==> src/rtl/rsb10_pkg.sv <==
// Package for the base-10 radix sorter: item types, memory entry, states and constants.
package rsb10_pkg;

  localparam int VAL_W = 31;
  localparam int BKT_W = 4;
  localparam int NUM_BKT = 11;

  // Bucket codes: "no digit left" sits below the ten digit buckets.
  localparam logic [BKT_W-1:0] BKT_NONE = 4'd0;
  localparam logic [BKT_W-1:0] BKT_LAST = 4'd10;

  // Division by ten through a reciprocal, exact for any 32-bit dividend.
  localparam logic [31:0] DIV10_MAGIC = 32'hCCCC_CCCD;
  localparam int DIV10_SHIFT = 35;

  typedef struct packed {
    logic [VAL_W-1:0] value;
    logic             last;
  } in_item_t;

  typedef struct packed {
    logic [VAL_W-1:0] sorted_value;
    logic             final_res;
  } res_item_t;

  // One buffer entry: the value, what is left of it above the current digit,
  // and the bucket found for it in the counting sweep.
  typedef struct packed {
    logic [VAL_W-1:0] value;
    logic [VAL_W-1:0] quot;
    logic [BKT_W-1:0] bucket;
  } entry_t;

  typedef enum logic [3:0] {
    S_IDLE,
    S_PASS,
    S_CNT_RD,
    S_CNT_MUL,
    S_CNT_WB,
    S_PFX,
    S_SC_RD,
    S_SC_WR,
    S_MAX_A,
    S_MAX_B,
    S_EMIT
  } state_t;

endpackage

==> src/rtl/rsb10_div10.sv <==
// Divide-by-ten unit: registered reciprocal product, then quotient and remainder.
module rsb10_div10 (
  input  logic                      clk,
  input  logic [rsb10_pkg::VAL_W-1:0] q,
  output logic [rsb10_pkg::VAL_W-1:0] quot,
  output logic [3:0]                  rem
);
  import rsb10_pkg::*;

  localparam int PROD_W = VAL_W + 32;

  logic [PROD_W-1:0] prod;
  logic [VAL_W-1:0]  q_r;
  logic [VAL_W-1:0]  diff;

  always_ff @(posedge clk) begin
    prod <= PROD_W'(q) * PROD_W'(DIV10_MAGIC);
    q_r  <= q;
  end

  assign quot = VAL_W'(prod[PROD_W-1:DIV10_SHIFT]);
  assign diff = q_r - ((quot << 3) + (quot << 1));
  assign rem  = diff[3:0];

endmodule

==> config.mk <==
export PLATFORM = sky130hd
export DESIGN_NAME = rsb10_div10
export DESIGN_NICKNAME = d
export VERILOG_FILES = /design/src/rtl/rsb10_pkg.sv /design/src/rtl/rsb10_div10.sv
export SDC_FILE = /design/constraint.sdc
export NUM_CORES = 1
export LEC_CHECK = 0
export BUFFER_PORTS_ARGS = -buffer_cell sky130_fd_sc_hd__buf_4
export CAP_MARGIN = 20
export CORE_ASPECT_RATIO = 1.75
export CORE_MARGIN = 4
export CORE_UTILIZATION = 45
export DETAILED_ROUTE_END_ITERATION = 6
export GPL_TIMING_DRIVEN = 1
export HOLD_SLACK_MARGIN = 0.05
export PLACE_DENSITY = 0.65
export SETUP_SLACK_MARGIN = 0.5
export SLEW_MARGIN = 20
export SYNTH_ARGS = -nofsm -noshare
export SYNTH_HDL_FRONTEND = slang
export SYNTH_SLANG_ARGS = --single-unit
==> constraint.sdc <==
create_clock -name clk -period 14.6 [get_ports clk]
set_input_delay 0.73 -clock clk [delete_from_list [all_inputs] [get_ports clk]]
set_output_delay 0.73 -clock clk [all_outputs]
set_load 0.02 [all_outputs]
==> impl_metrics.toml, run 1 <==
[run_status]
status = "complete, no violations"

[floorplan]
coreArea_um2 = 27900
num_rows = 81
die_x_um = 135
start_util_pct = 45.6
fp.dieH_um = 230
io-pin-count = 67
die-area_um2 = 31100

[synth]
synth_top_area_share_pct = 36.4
syn_inst = 1255
ys_warn_count = 0
synth-seq-cells = 32
ys_types = 59
synth_area_leader_cell = "fa_1"
synth.area.top_cells = "fa_1 36%, ha_1 30%, inv_1 10%, dfxtp_1 5.0%, xnor2_1 2.1%"
synthFlopType = "dfxtp_1"
syn_avg_cell_area_um2 = 10.1
seq_area_frac_synth_pct = 5.04
syn_area_um2 = 12700
synth-edff-count = 0
async_flop_share_pct = 0

[sta]
slew_headroom_pct = 52.6
setup_viol = 0
fin_ws_ps = 6820
drv_slew = 0
hold_viol = 0
fin_crit_sh_pct = 53.3
min_period_ps = 7780
max_freq_mhz = 129
final.setup.tns_ps = 0
worstMarginPinSlew_ps = 693
rsz0062_at_grt = "false"

[detailed_routing]
drtIter0Drc = 287
vias_per_cell = 5.26
drcViolationCount = 0
ant_nets = 0
wl_mm = 33.3
wl_per_cell_um = 20.0
firstDrtPassIters = 4
vias = 8749

[finish]
drive_gt1_share_pct = 6.67
final_cells = 1662
final_common_cell = "inv_1"
area_delta_synth_final_pct = 6.72
most-common-layout-cells = "337 x inv_1, 306 x ha_1, 231 x fa_1, 64 x buf_4, 38 x a21oi_1"
antenna_cells = 0
nNetsFinal = 1857

[job]
maxCapViolCount = 0

[clocking]
ctsResizeCount = 0
clkSinkCount = 32
clockRootBuffer = "clkbuf_16"
clkTransAtPathRegs_ps = 60
cts_tree = "done"
cts_max_path_buffers = 2
post_cts_buffers = 0
hold_buffers = 0
h-tree-depth = 2
cts_buffers = 5

[global_route]
met2_usage_pct = 46.1
grt_pass1_wl_mm = 53.2
use_met1_pct = 20.1
antenna_found_initial = 0
grt_max_degree = 12
grt.busiest_layer = "met2"
grtUsageTotal_pct = 22.4
grt_use_met3_pct = 1.79
overflow = 0
grt_pass1_vias = 10100

[worst_setup_path]
path_max_fanout = 7
cp_data_required_time_ps = 14810
crit_path_start_kind = "input pin"
cp-end-kind = "flip-flop"
path_class = "input pin to flip-flop"
cp.arrival_ps = 7990

[placement]
dp_slack_ps = 6560
post-dp-hpwl_mm = 31.1
io_buffers = 63
dp.cells = 1654
place_congestion = 0.958

[worst_hold_path]
hold-path-cell-count = 1
hp-class = "input pin to flip-flop"
## worst paths after layout
| check | start | slack [ps] | end |
|---|---|---|---|
| max | q[16] | 6820 | prod[62] |
| min | q[3] | 590 | q_r[3] |
## synthesized netlist by cell type (all sizes together), types with 2 or more instances
cell     instances
nor2            24
inv            337
and3             8
a31oi            3
buf             31
a41oi            2
and2             5
nand4            9
a2111oi          2
nand2           25
fa             231
xor2            19
a221oi           2
a31o             3
ha             306
o21a             4
dfxtp           32
o21bai           8
xnor2           30
a21boi           4
nor2b            2
a21o            33
a211oi          15
o21ai           19
and4             2
a221o            3
a2111o           2
nor3b            2
o211ai          10
o2111ai          2
or2              3
nand3           12
clkbuf           9
a21oi           38
nor3             6
## worst max-delay path: stages
cell,delay [ps]
buf_4,160
ha_1,330
inv_1,80
fa_1,760
fa_1,560
fa_1,560
inv_1,120
fa_1,600
fa_1,460
fa_1,490
inv_1,50
fa_1,490
inv_1,50
ha_1,440
nand2_1,180
nor3_1,320
a221oi_2,150
a31oi_4,230
o211ai_2,160
a2111o_1,520
and2_4,180
o21a_1,200
o211ai_1,170
## layout make-up
| cell class | count | area, um^2 |
|---|---|---|
| Clock buffer | 5 | 125 |
| Timing Repair Buffer | 64 | 480 |
| Fill cell | 2614 | 14300 |
| Clock inverter | 3 | 42.5 |
| Inverter | 337 | 1260 |
| Tap cell | 373 | 467 |
| Sequential cell | 32 | 641 |
| Multi-Input combinational cell | 848 | 10500 |
## registers in the layout, summed over array words and instances, names as in the netlist
name  cells
prod     28
q_r       4
## metal layers
metal / vias up / part of all wire, %
li1: 4049 / -
met2: 206 / 59
met1: 4378 / 31
met5: - / 0
met3: 116 / 2.2
met4: 0 / 7.9
## logic make-up after synthesis
family / after synthesis / synth area share (%)
AND/OR/NAND/NOR: 102 / 4.24
AO/OA/AOI/OAI: 157 / 8.75
XOR/XNOR: 49 / 3.38
other: 1 / 0.0295
flip-flops: 32 / 5.04
adder cells (fa/ha/maj): 537 / 66.5
buffers and inverters: 377 / 12.1
## through the flow
step | utilization [%] | hold WS, ps | cell area, um^2
after floorplan | - | 758 | 12700
after global routing | 48.7 | 584 | 13600
after CTS | 48.7 | 585 | 13600
after global placement | 48.1 | 876 | 13400
after detailed placement | 48.1 | 880 | 13400
final | 48.7 | 587 | 13600
Power of run 1 is not shown: default switching activity piles up to over one toggle a cycle in this logic, so the estimate is an artifact.
==> run 2, diff against run 1 <==
- ABC_AREA: default -> 1
- PLACE_DENSITY: 0.65 -> 0.64
- clock period: 14.6 -> 7.2 ns (I/O delays scaled with it)
==> impl_metrics.toml, run 2 <==
[run_status]
status = "complete, no violations"

[synth]
synth_simple_gate_area_share_pct = 17.3
synth.area.top_cells = "fa_1 31%, ha_1 26%, inv_1 13%, nand2_1 10%, dfxtp_1 4.3%"
ys_types = 32
synthMuxAreaShare_pct = 0
syn_area_um2 = 14800
ys_warn_count = 0
synth_top_area_share_pct = 31.3
synth_xor_area_share_pct = 1.54
async_flop_share_pct = 0
synthAdderAreaFrac_pct = 57.2
syn_avg_cell_area_um2 = 7.83
synth_area_leader_cell = "fa_1"
syn_inst = 1887
synthTopCellsByCount = "503 x inv_1, 392 x nand2_1, 306 x ha_1"
synth-compound-area-share_pct = 4.89
yosys.cell_count.top_type = "inv_1"
synth-edff-count = 0
seq_area_frac_synth_pct = 4.33
synth_top_family_by_area = "adder cells"
synth-seq-cells = 32
synthFlopType = "dfxtp_1"

[clocking]
clockRootBuffer = "clkbuf_16"
h-tree-depth = 2
cts_tree = "done"
hold_buffers = 0
cts_buffers = 5
clkTransAtPathRegs_ps = 60
clkSinkCount = 32
ctsResizeCount = 0
cts_max_path_buffers = 2
post_cts_buffers = 0

[finish]
area_delta_synth_final_pct = 6.17
nNetsFinal = 2496
final_common_cell = "inv_1"
drive_gt1_share_pct = 6.07
top_register = "prod"
largest_reg_flops = 28
most-common-layout-cells = "503 x inv_1, 392 x nand2_1, 306 x ha_1, 231 x fa_1, 109 x nor2_1"
antenna_cells = 0
reg_top3 = "prod: 28 flops, q_r: 4 flops"

[sta]
fin_crit_sh_pct = 88.4
final.setup.tns_ps = 0
rsz0062_at_grt = "false"
worstMarginPinSlew_ps = 875
slew_headroom_pct = 41.5
fin_ws_ps = 839
hold_viol = 0
max_freq_mhz = 157
holdWs_ps = 205
drv_slew = 0
min_period_ps = 6360
setup_viol = 0

[worst_hold_path]
hold-path-cell-count = 1
min_to = "q_r[3]"
hp-class = "input pin to flip-flop"
hold_start = "q[3]"

[worst_setup_path]
cp_data_required_time_ps = 7420
max_stage_delay_ps = 730
cp-end-kind = "flip-flop"
path_class = "input pin to flip-flop"
critical_path_buf_inv_count = 5
crit_slowest_cell = "fa_1"
path_max_fanout = 5
cp_cell_sequence = "buf_4, ha_1, inv_1, fa_1, fa_1, fa_1, inv_1, fa_1, fa_1, fa_1, inv_1, fa_1, inv_1, ha_1, nand2_2, nor2_1, nand2_1, nor2_1, nand3_1, nand3_1, nand2_1, nand2_1"
crit_path_start_kind = "input pin"
critical-path-top-cell-by-count = "fa_1"
cp.arrival_ps = 6580
critPathTopFamily = "adder cells"

[placement]
dp_slack_ps = 605
place_congestion = 0.984
post-dp-hpwl_mm = 42.8
io_buffers = 63

[detailed_routing]
wl_mm = 45.3
firstDrtPassIters = 6
wl_per_cell_um = 19.4
vias_per_cell = 5.03
drtIter0Drc = 463
vias = 11700
ant_nets = 0
drcViolationCount = 0

[floorplan]
fp.dieH_um = 248
die_x_um = 145
start_util_pct = 45.7
num_rows = 87
io-pin-count = 67
coreArea_um2 = 32300
die-area_um2 = 35900

[global_route]
grt_pass1_vias = 13000
grtUsageTotal_pct = 26.2
overflow = 0
grt_pass1_wl_mm = 71.1
antenna_found_initial = 0
grt_max_degree = 11

[job]
maxCapViolCount = 0
run 2: cell types whose count changed after synthesis, moves of 19 or more:
cell / previous run / this run
a21o_1: 32 / 8
a21oi_1: 38 / 73
inv_1: 337 / 503
nand2_1: 25 / 392
nand3_1: 12 / 54
nor2_1: 24 / 109
o21ai_0: 16 / 35
run 2: routing by layer:
metal	global-route usage (%)	part of all wire (%)	up-vias
met4	15.9	7.4	0
met3	1.17	1.8	108
li1	-	-	5759
met2	51.8	55	231
met5	0	0	-
met1	27.0	36	5601
run 2: worst max path at each step:
stage	from	endpoint	cells after the start
floorplan	q[16]	prod[52]	23
global placement	q[16]	prod[41]	21
detailed placement	q[16]	prod[37]	21
CTS	q[16]	prod[37]	21
global route	q[14]	prod[60]	29
finish	q[16]	prod[37]	22
run 2: area by class of cell:
class / count / area (um^2)
Multi-Input combinational cell: 1310 / 12000
Sequential cell: 32 / 641
Clock buffer: 6 / 129
Clock inverter: 2 / 35.0
Tap cell: 400 / 500
Timing Repair Buffer: 64 / 480
Inverter: 514 / 1930
Fill cell: 3283 / 16600
run 2: logic make-up (layout without fill, tap and decap cells):
family | Yosys count | in the layout
and+or+nand+nor | 611 | 611
buffers and inverters | 547 | 586
adders and majority gates | 537 | 537
AOI/OAI and AO/OA | 133 | 133
DFF | 32 | 32
xor gates and xnor gates | 26 | 26
other | 1 | 3
run 2: per-stage QoR:
| step | cells | utilization [%] | instance area, um^2 |
|---|---|---|---|
| floorplan | 1889 | - | 14800 |
| global placement | 2320 | 48.0 | 15500 |
| detailed placement | 2320 | 48.0 | 15500 |
| CTS | 2328 | 48.5 | 15700 |
| global route | 2328 | 48.5 | 15700 |
| finish | 2328 | 48.5 | 15700 |
Power of run 2 is left out for the same reason.
==> run 3, diff against run 2 <==
- CAP_MARGIN: 20 -> default
- clock period: 7.2 -> 6 ns (I/O delays scaled with it)
==> impl_metrics.toml, run 3 (synthesis gave the netlist of run 2 again) <==
[worst_hold_path]
hold-path-cell-count = 1
min_to = "q_r[1]"
hp-class = "input pin to flip-flop"
hold_start = "q[1]"

[finish]
drive_gt1_share_pct = 31.4
reg_top3 = "prod: 28 flops, q_r: 4 flops"
seqCellArea_um2 = 641
largest_reg_flops = 28
final_common_cell = "inv_1"
nNetsFinal = 2709
multiInputGateArea_um2 = 13600
most-common-layout-cells = "440 x inv_1, 294 x nand2_1, 263 x ha_1, 250 x buf_4, 211 x fa_1"
area_delta_synth_final_pct = 29.2
n_fill_cell = 2931
antenna_cells = 0
top_register = "prod"

[global_route]
grt_pass1_wl_mm = 75.2
grt_max_degree = 12
grt_pass1_vias = 14500
antenna_found_initial = 0
overflow = 0
grtUsageTotal_pct = 27.4

[sta]
slew_headroom_pct = 39.1
hold_viol = 0
final.setup.tns_ps = 0
drv_slew = 0
max_freq_mhz = 172
min_period_ps = 5820
rsz0062_at_grt = "true"
fin_crit_sh_pct = 96.9
worstMarginPinSlew_ps = 910
setup_viol = 0

[floorplan]
io-pin-count = 67
start_util_pct = 45.7
coreArea_um2 = 32300
die_x_um = 145
num_rows = 87
die-area_um2 = 35900
fp.dieH_um = 248

[clocking]
clockRootBuffer = "clkbuf_16"
clkSinkCount = 32
cts_tree = "done"
cts_buffers = 5
cts_max_path_buffers = 2
h-tree-depth = 2
clkTransAtPathRegs_ps = 60
hold_buffers = 0

[placement]
post-dp-hpwl_mm = 44.2
place_congestion = 1.02
io_buffers = 63

[worst_setup_path]
cp.arrival_ps = 6010
path_max_fanout = 4
cp_data_required_time_ps = 6190
path_class = "input pin to flip-flop"
cp-end-kind = "flip-flop"
crit_path_start_kind = "input pin"

[job]
maxCapViolCount = 0

[detailed_routing]
drtIter0Drc = 429
drcViolationCount = 0
ant_nets = 0
vias_per_cell = 5.02
wl_mm = 48.4
vias = 12800
firstDrtPassIters = 5
wl_per_cell_um = 19.1

[run_status]
status = "complete, no violations"
[run 3: worst max-delay path by stage]
stage	start	end	cells past startpoint
5_1_grt	q[11]	prod[39]	27
2_1_floorplan	q[11]	prod[52]	23
3_5_place_dp	q[8]	prod[42]	22
4_1_cts	q[5]	prod[42]	23
3_3_place_gp	q[5]	prod[42]	23
6_report	q[11]	prod[39]	26
[run 3: per-stage QoR]
stage | instances | worst slack, ps | util, % | instance area, um^2 | hold WS (ps)
2_1_floorplan | 1889 | 466 | - | 14900 | 328
3_3_place_gp | 2507 | -539 | 52.7 | 17100 | 446
3_5_place_dp | 2507 | -516 | 52.7 | 17100 | 447
4_1_cts | 2528 | 264 | 56.3 | 18200 | 141
5_1_grt | 2541 | -10.9 | 59.0 | 19100 | 151
6_report | 2541 | 184 | 59.0 | 19100 | 147
[run 3: what timing repair did]
item                                    CTS  global route
gates resized for setup                 234           218
setup buffers                            13            13
endpoints found under the hold margin     0             0
endpoints found under the setup margin   28            28
pin swaps                                86           124
[run 3: area by class of cell]
cell class | instances | area share (%)
Tap cell | 400 | 2.62
Multi-Input combinational cell | 1310 | 71.4
Inverter | 514 | 10.2
Clock buffer | 5 | 0.655
Clock inverter | 3 | 0.223
Sequential cell | 32 | 3.36
Timing Repair Buffer | 277 | 11.5
[run 3: per-layer routing]
metal	global-route usage, %	share of wire (%)	wire length, um	vias up
met5	0	0	0	-
met4	20.1	8.8	4260	0
met3	1.83	2.0	969	146
met2	53.9	55	26600	259
met1	26.7	34	16600	6179
li1	-	-	-	6181
[run 3: critical path, stage by stage]
cell     delay, ps
buf_8           80
inv_4           30
ha_4           260
inv_4           30
fa_2           560
fa_2           480
buf_12         160
fa_2           400
buf_6          130
fa_1           530
fa_1           440
fa_1           550
inv_2           50
fa_1           520
inv_2           50
ha_4           290
buf_4          120
nand2_4         80
nor2_4         130
inv_2           60
nor2_4         130
inv_2           70
nor4_1         280
nand2_2        140
nand3_1         90
nand2_1         50
Power of run 3 is left out for the same reason.
